[config.mk]
export PLATFORM = sky130hd
export DESIGN_NAME = rvaa_cordic
export DESIGN_NICKNAME = d
export VERILOG_FILES = /design/src/rtl/core/rvaa_pkg.sv /design/src/rtl/core/rvaa_cordic.sv
export SDC_FILE = /design/constraint.sdc
export NUM_CORES = 2
export LEC_CHECK = 0
export BUFFER_PORTS_ARGS = -buffer_cell sky130_fd_sc_hd__buf_2
export CORE_MARGIN = 2
export CORE_UTILIZATION = 35
export DETAILED_ROUTE_END_ITERATION = 12
export GPL_ROUTABILITY_DRIVEN = 0
export GPL_TIMING_DRIVEN = 0
export MAX_ROUTING_LAYER = met4
export PLACE_DENSITY = 0.57
export RECOVER_POWER = 50
export SLEW_MARGIN = 20
export SYNTH_ARGS = -nofsm -noshare
export SYNTH_HDL_FRONTEND = slang
export SYNTH_SLANG_ARGS = --single-unit
[constraint.sdc]
create_clock -name clk -period 9.51 [get_ports clk]
set_input_delay 2.853 -clock clk [delete_from_list [all_inputs] [get_ports clk]]
set_output_delay 2.853 -clock clk [all_outputs]
set_load 0.02 [all_outputs]
[src/rtl/core/rvaa_pkg.sv]
// ----------------------------------------------------------------------------
// rvaa_pkg
// Shared widths, constants and types of the axis-angle vector rotator.
// ----------------------------------------------------------------------------
package rvaa_pkg;

	localparam int FRACTION_BITS_DEF = 14;

	localparam int COMP_W    = 16;
	localparam int ROT_W     = 18;
	localparam int S_TDATA_W = 112;
	localparam int M_TDATA_W = 56;

	localparam int CORDIC_STEPS    = 20;
	localparam int STEPS_PER_STAGE = 2;
	localparam int CORDIC_STAGES   = CORDIC_STEPS / STEPS_PER_STAGE;
	localparam int STEP_IDX_W      = $clog2(CORDIC_STEPS);
	localparam int CORDIC_FRAC     = 30;
	localparam int XY_W            = 32;
	localparam int ANG_W           = 25;

	localparam logic signed [XY_W-1:0]  CORDIC_GAIN  = 32'sd652032874;
	localparam logic signed [ANG_W-1:0] QUARTER_TURN = 25'sd4194304;
	localparam logic signed [ANG_W-1:0] HALF_TURN    = 25'sd8388608;

	localparam logic signed [ROT_W-1:0] ROT_MAX = 18'sh1ffff;
	localparam logic signed [ROT_W-1:0] ROT_MIN = 18'sh20000;

	typedef logic signed [COMP_W-1:0] comp_t;
	typedef comp_t [2:0] vec3_t;

	typedef struct packed {
		logic signed [XY_W-1:0]  x;
		logic signed [XY_W-1:0]  y;
		logic signed [ANG_W-1:0] a;
	} cordic_t;

	// Arctangent of 2^-i in units of 2^-24 turn.
	localparam logic signed [ANG_W-1:0] ATAN_TBL [CORDIC_STEPS] = '{
		25'sd2097152, 25'sd1238021, 25'sd654136, 25'sd332050, 25'sd166669,
		25'sd83416,   25'sd41718,   25'sd20860,  25'sd10430,  25'sd5215,
		25'sd2608,    25'sd1304,    25'sd652,    25'sd326,    25'sd163,
		25'sd81,      25'sd41,      25'sd20,     25'sd10,     25'sd5
	};

endpackage

[src/rtl/core/rvaa_cordic.sv]
// ----------------------------------------------------------------------------
// rvaa_cordic
// Pipelined rotation-mode CORDIC, two micro-rotations per register stage.
// ----------------------------------------------------------------------------
module rvaa_cordic (
	input  logic                                clk,
	input  logic [rvaa_pkg::CORDIC_STAGES-1:0]  en,
	input  logic signed [rvaa_pkg::ANG_W-1:0]   ang,
	input  logic                                flip_in,
	output logic signed [rvaa_pkg::XY_W-1:0]    x_out,
	output logic signed [rvaa_pkg::XY_W-1:0]    y_out,
	output logic                                flip_out
);
	import rvaa_pkg::*;

	cordic_t st_s   [CORDIC_STAGES];
	logic    flip_s [CORDIC_STAGES];

	function automatic cordic_t cordic_step(input cordic_t cur,
			input logic [STEP_IDX_W-1:0] idx);
		cordic_t nxt;
		if (!cur.a[ANG_W-1]) begin
			nxt.x = $signed(cur.x) - ($signed(cur.y) >>> idx);
			nxt.y = $signed(cur.y) + ($signed(cur.x) >>> idx);
			nxt.a = $signed(cur.a) - ATAN_TBL[idx];
		end else begin
			nxt.x = $signed(cur.x) + ($signed(cur.y) >>> idx);
			nxt.y = $signed(cur.y) - ($signed(cur.x) >>> idx);
			nxt.a = $signed(cur.a) + ATAN_TBL[idx];
		end
		return nxt;
	endfunction

	for (genvar g = 0; g < CORDIC_STAGES; g++) begin : g_stage
		cordic_t cur;
		cordic_t nxt;
		logic    flip_cur;

		if (g == 0) begin : g_first
			assign cur      = {CORDIC_GAIN, {XY_W{1'b0}}, ang};
			assign flip_cur = flip_in;
		end else begin : g_next
			assign cur      = st_s[g-1];
			assign flip_cur = flip_s[g-1];
		end

		always_comb begin
			nxt = cur;
			for (int k = 0; k < STEPS_PER_STAGE; k++) begin
				nxt = cordic_step(nxt, STEP_IDX_W'(g * STEPS_PER_STAGE + k));
			end
		end

		always_ff @(posedge clk) begin
			if (en[g]) begin
				st_s[g]   <= nxt;
				flip_s[g] <= flip_cur;
			end
		end
	end

	assign x_out    = st_s[CORDIC_STAGES-1].x;
	assign y_out    = st_s[CORDIC_STAGES-1].y;
	assign flip_out = flip_s[CORDIC_STAGES-1];

endmodule

==> impl_metrics.toml <==
[yosys]
netlist.area_leader.share_pct = 21.7
synth_nets = 15218
yosysTopAreaCell = "edfxtp_1"
synthFlopType = "edfxtp_1"
postSynthAreaPerCell_sq_um = 8.40
seq_area_frac_synth_pct = 21.7
synthArstFlopShare_pct = 0
yosysWarnings = 0
synth_area_sq_um = 113000
synth_edf_count = 818
synth-seq-cells = 818
ys_top_cells_by_area = "edfxtp_1 (22%), ha_1 (18%), xnor2_1 (10%), a21oi_1 (6.2%), xor2_1 (4.8%)"
ys_types = 122
syn_inst = 13476

[sta]
setup_viol_count_final = 0
period_minus_slack_ns = 9.24
fin_crit_sh_pct = 97.1
grt_setup_unrepaired = "no"
fin_skew_ns = 0.0767
whs_ns = 0.411
max_slew_margin_pct = -196
max_freq_mhz = 108
hold_viol_final = 0
drv_slew = 743
tightest_slew_ns = 4.43

[placement]
portBuffers = 101
dp_hpwl_um = 272000

[setup_path]
criticalPathCategory = "flop to flop"
r2r_cells = 30
worstSetupStartpoint = "st_s[6][24]$_DFFE_PP_"
r2r-start = "st_s[6][24]$_DFFE_PP_"
cp_max_fo = 11
crit_path_end_kind = "flop"
cp_data_required_time_ns = 10.09
arrival_ns = 9.81
r2r_slack_ns = 0.27
startpoint_type = "flop"
slowest_stage = "o311ai_0"
crit_path_end = "st_s[7][87]$_DFFE_PP_"
cp_slowest_stage_delay_ns = 0.78
worstReg2RegEnd = "st_s[7][87]$_DFFE_PP_"
crit_top_cell = "nand2_1"

[die]
io_pins = 102
core.rowCount = 208
fp.dieArea_sq_um = 328000
start_util_pct = 35.2
die_w_um = 573
dieHeight_um = 573
core_area_sq_um = 321000

[clock_tree]
clk_path_buf_depth = 4
numCtsBuffers = 106
cts.sinks = 818
h-tree-depth = 3
cts_tree = "built"
clkSlewWorstSetupHoldPaths_ns = 0.06
clock_latency_ns = 0.88
root_buffer = "clkbuf_16"

[global_route]
grt_pass1_vias = 91484
grt_overflow = 0
grt_pass1_wl_um = 513000
grt_max_degree = 78
grt_use_total_pct = 20.0
antenna_found_initial = 6

[route]
drc_errors = 0
vias_per_cell = 5.43
drt_first_pass_iters = 6
drtAntennaViolNets = 0
drt_iter0_drc = 6654
drt_wl_total_um = 328000
vias = 98306
wl_per_cell_um = 18.1

[outcome]
violations = "capacitance limit, slew limit"
status = "complete, but fails checks"

[cells_and_area]
nFillCells = 32929
area_growth_pct = 8.95
nNetsFinal = 15468
drive_gt1_share_pct = 4.56

[flow_run]
cap_violations = 13

[hold_path]
min_path_type = "flop to flop"
whs_path_depth = 0
per-stage QoR:
stage | worst slack [ns] | instance area [sq um] | cells | setup TNS [ns] | utilization [%]
after floorplan | 1.56 | 113000 | 13476 | 0 | -
after global placement | -1.57 | 119000 | 17882 | -58.01 | 37.0
after detailed placement | -1.48 | 119000 | 17894 | -20.78 | 37.2
after CTS | 0.00847 | 123000 | 18098 | 0 | 38.3
after global routing | 0.000689 | 123000 | 18112 | 0 | 38.4
final | 0.271 | 123000 | 18113 | 0 | 38.4
placed cells by master, fill, tap and decap left out, drive strengths merged, types with 211 or more instances in the layout:
cell type     n
edfxtp      818
xor2        617
nand2       750
ha         1653
o21a        229
a21oi      1395
a21o        550
xnor2      1313
nor2b       211
clkbuf      348
inv         679
nand2b      237
nor2       1196
o21ai       798
nor3        378
nand3       275
cell type report:
cell class              count  area, sq um  share of cell area (%)
multi-input cells       11739        85500                    69.3
flip-flops and latches    818        24600                    19.9
well taps                4305         5390                    4.37
clock buffers             116         2690                    2.18
inverters                 675         2560                    2.08
plain buffers             244         1020                   0.829
repair buffers            138          787                   0.638
clock inverters            69          777                   0.630
repair inverters            4         20.0                  0.0162
diodes                      5         12.5                  0.0101
critical path: cells and delay by family (launching register included):
kind | cells | cell delay [ns]
flops | 1 | 0.37
fa+ha+maj | 2 | 0.73
buf+inv | 3 | 1.05
simple gates | 10 | 2.44
xor+xnor | 3 | 0.61
mux | 1 | 0.22
compound gates | 11 | 3.53
flip-flops by register name (all words and copies together) (netlist names):
| register | count |
|---|---|
| flip_s | 10 |
| st_s | 808 |
layer usage:
metal  global-route usage [%]  wire, um
met4                     6.01     10400
met3                     1.58     13200
met1                     26.0    154000
met2                     32.8    151000
met5                        -         0
timing repair:
item / 4_1_cts / 5_1_grt
setup endpoints to repair: 60 / 99
resized for setup: 32 / 93
cloned: 4 / 0
buffers inserted: 15 / 10
hold buffers: 0 / 0
pin swaps: 1 / 0
cell families after synthesis:
logic type	count (synthesis)	synth area share, %
compound gates	4182	23.5
simple gates	3807	16.5
xor+xnor	1932	15.0
fa+ha+maj	1705	19.2
buf+inv	919	3.09
flops	818	21.7
mux	113	1.05
Yosys cell counts, drive strengths merged, types with 40 or more instances:
cell type and number:
a211o 44, a211oi 131, a21boi 89, a21o 550, a21oi 1395, a31o 40, a31oi 158, and2 70
and3 124, clkbuf 207, edfxtp 818, fa 52, ha 1653, inv 674, mux2 47, mux2i 66
nand2 750, nand2b 237, nand3 275, nand3b 41, nand4 90, nor2 1196, nor2b 211, nor3 378
nor4 74, o211ai 65, o21a 229, o21ai 798, o21bai 160, o31a 44, o31ai 94, o41ai 50
or2 87, or3 117, or4 46, xnor2 1313, xor2 617
worst min path at each step:
stage,startpoint,end
6_report,st_s[4][2]$_DFFE_PP_,st_s[5][2]$_DFFE_PP_
5_1_grt,st_s[4][2]$_DFFE_PP_,st_s[5][2]$_DFFE_PP_
4_1_cts,st_s[4][2]$_DFFE_PP_,st_s[5][2]$_DFFE_PP_
3_5_place_dp,flip_s[1]$_DFFE_PP_,flip_s[2]$_DFFE_PP_
3_3_place_gp,st_s[4][2]$_DFFE_PP_,st_s[5][2]$_DFFE_PP_
2_1_floorplan,flip_s[0]$_DFFE_PP_,flip_s[1]$_DFFE_PP_
Power is not shown: default switching activity piles up to over one toggle a cycle in this logic, so the estimate is an artifact.
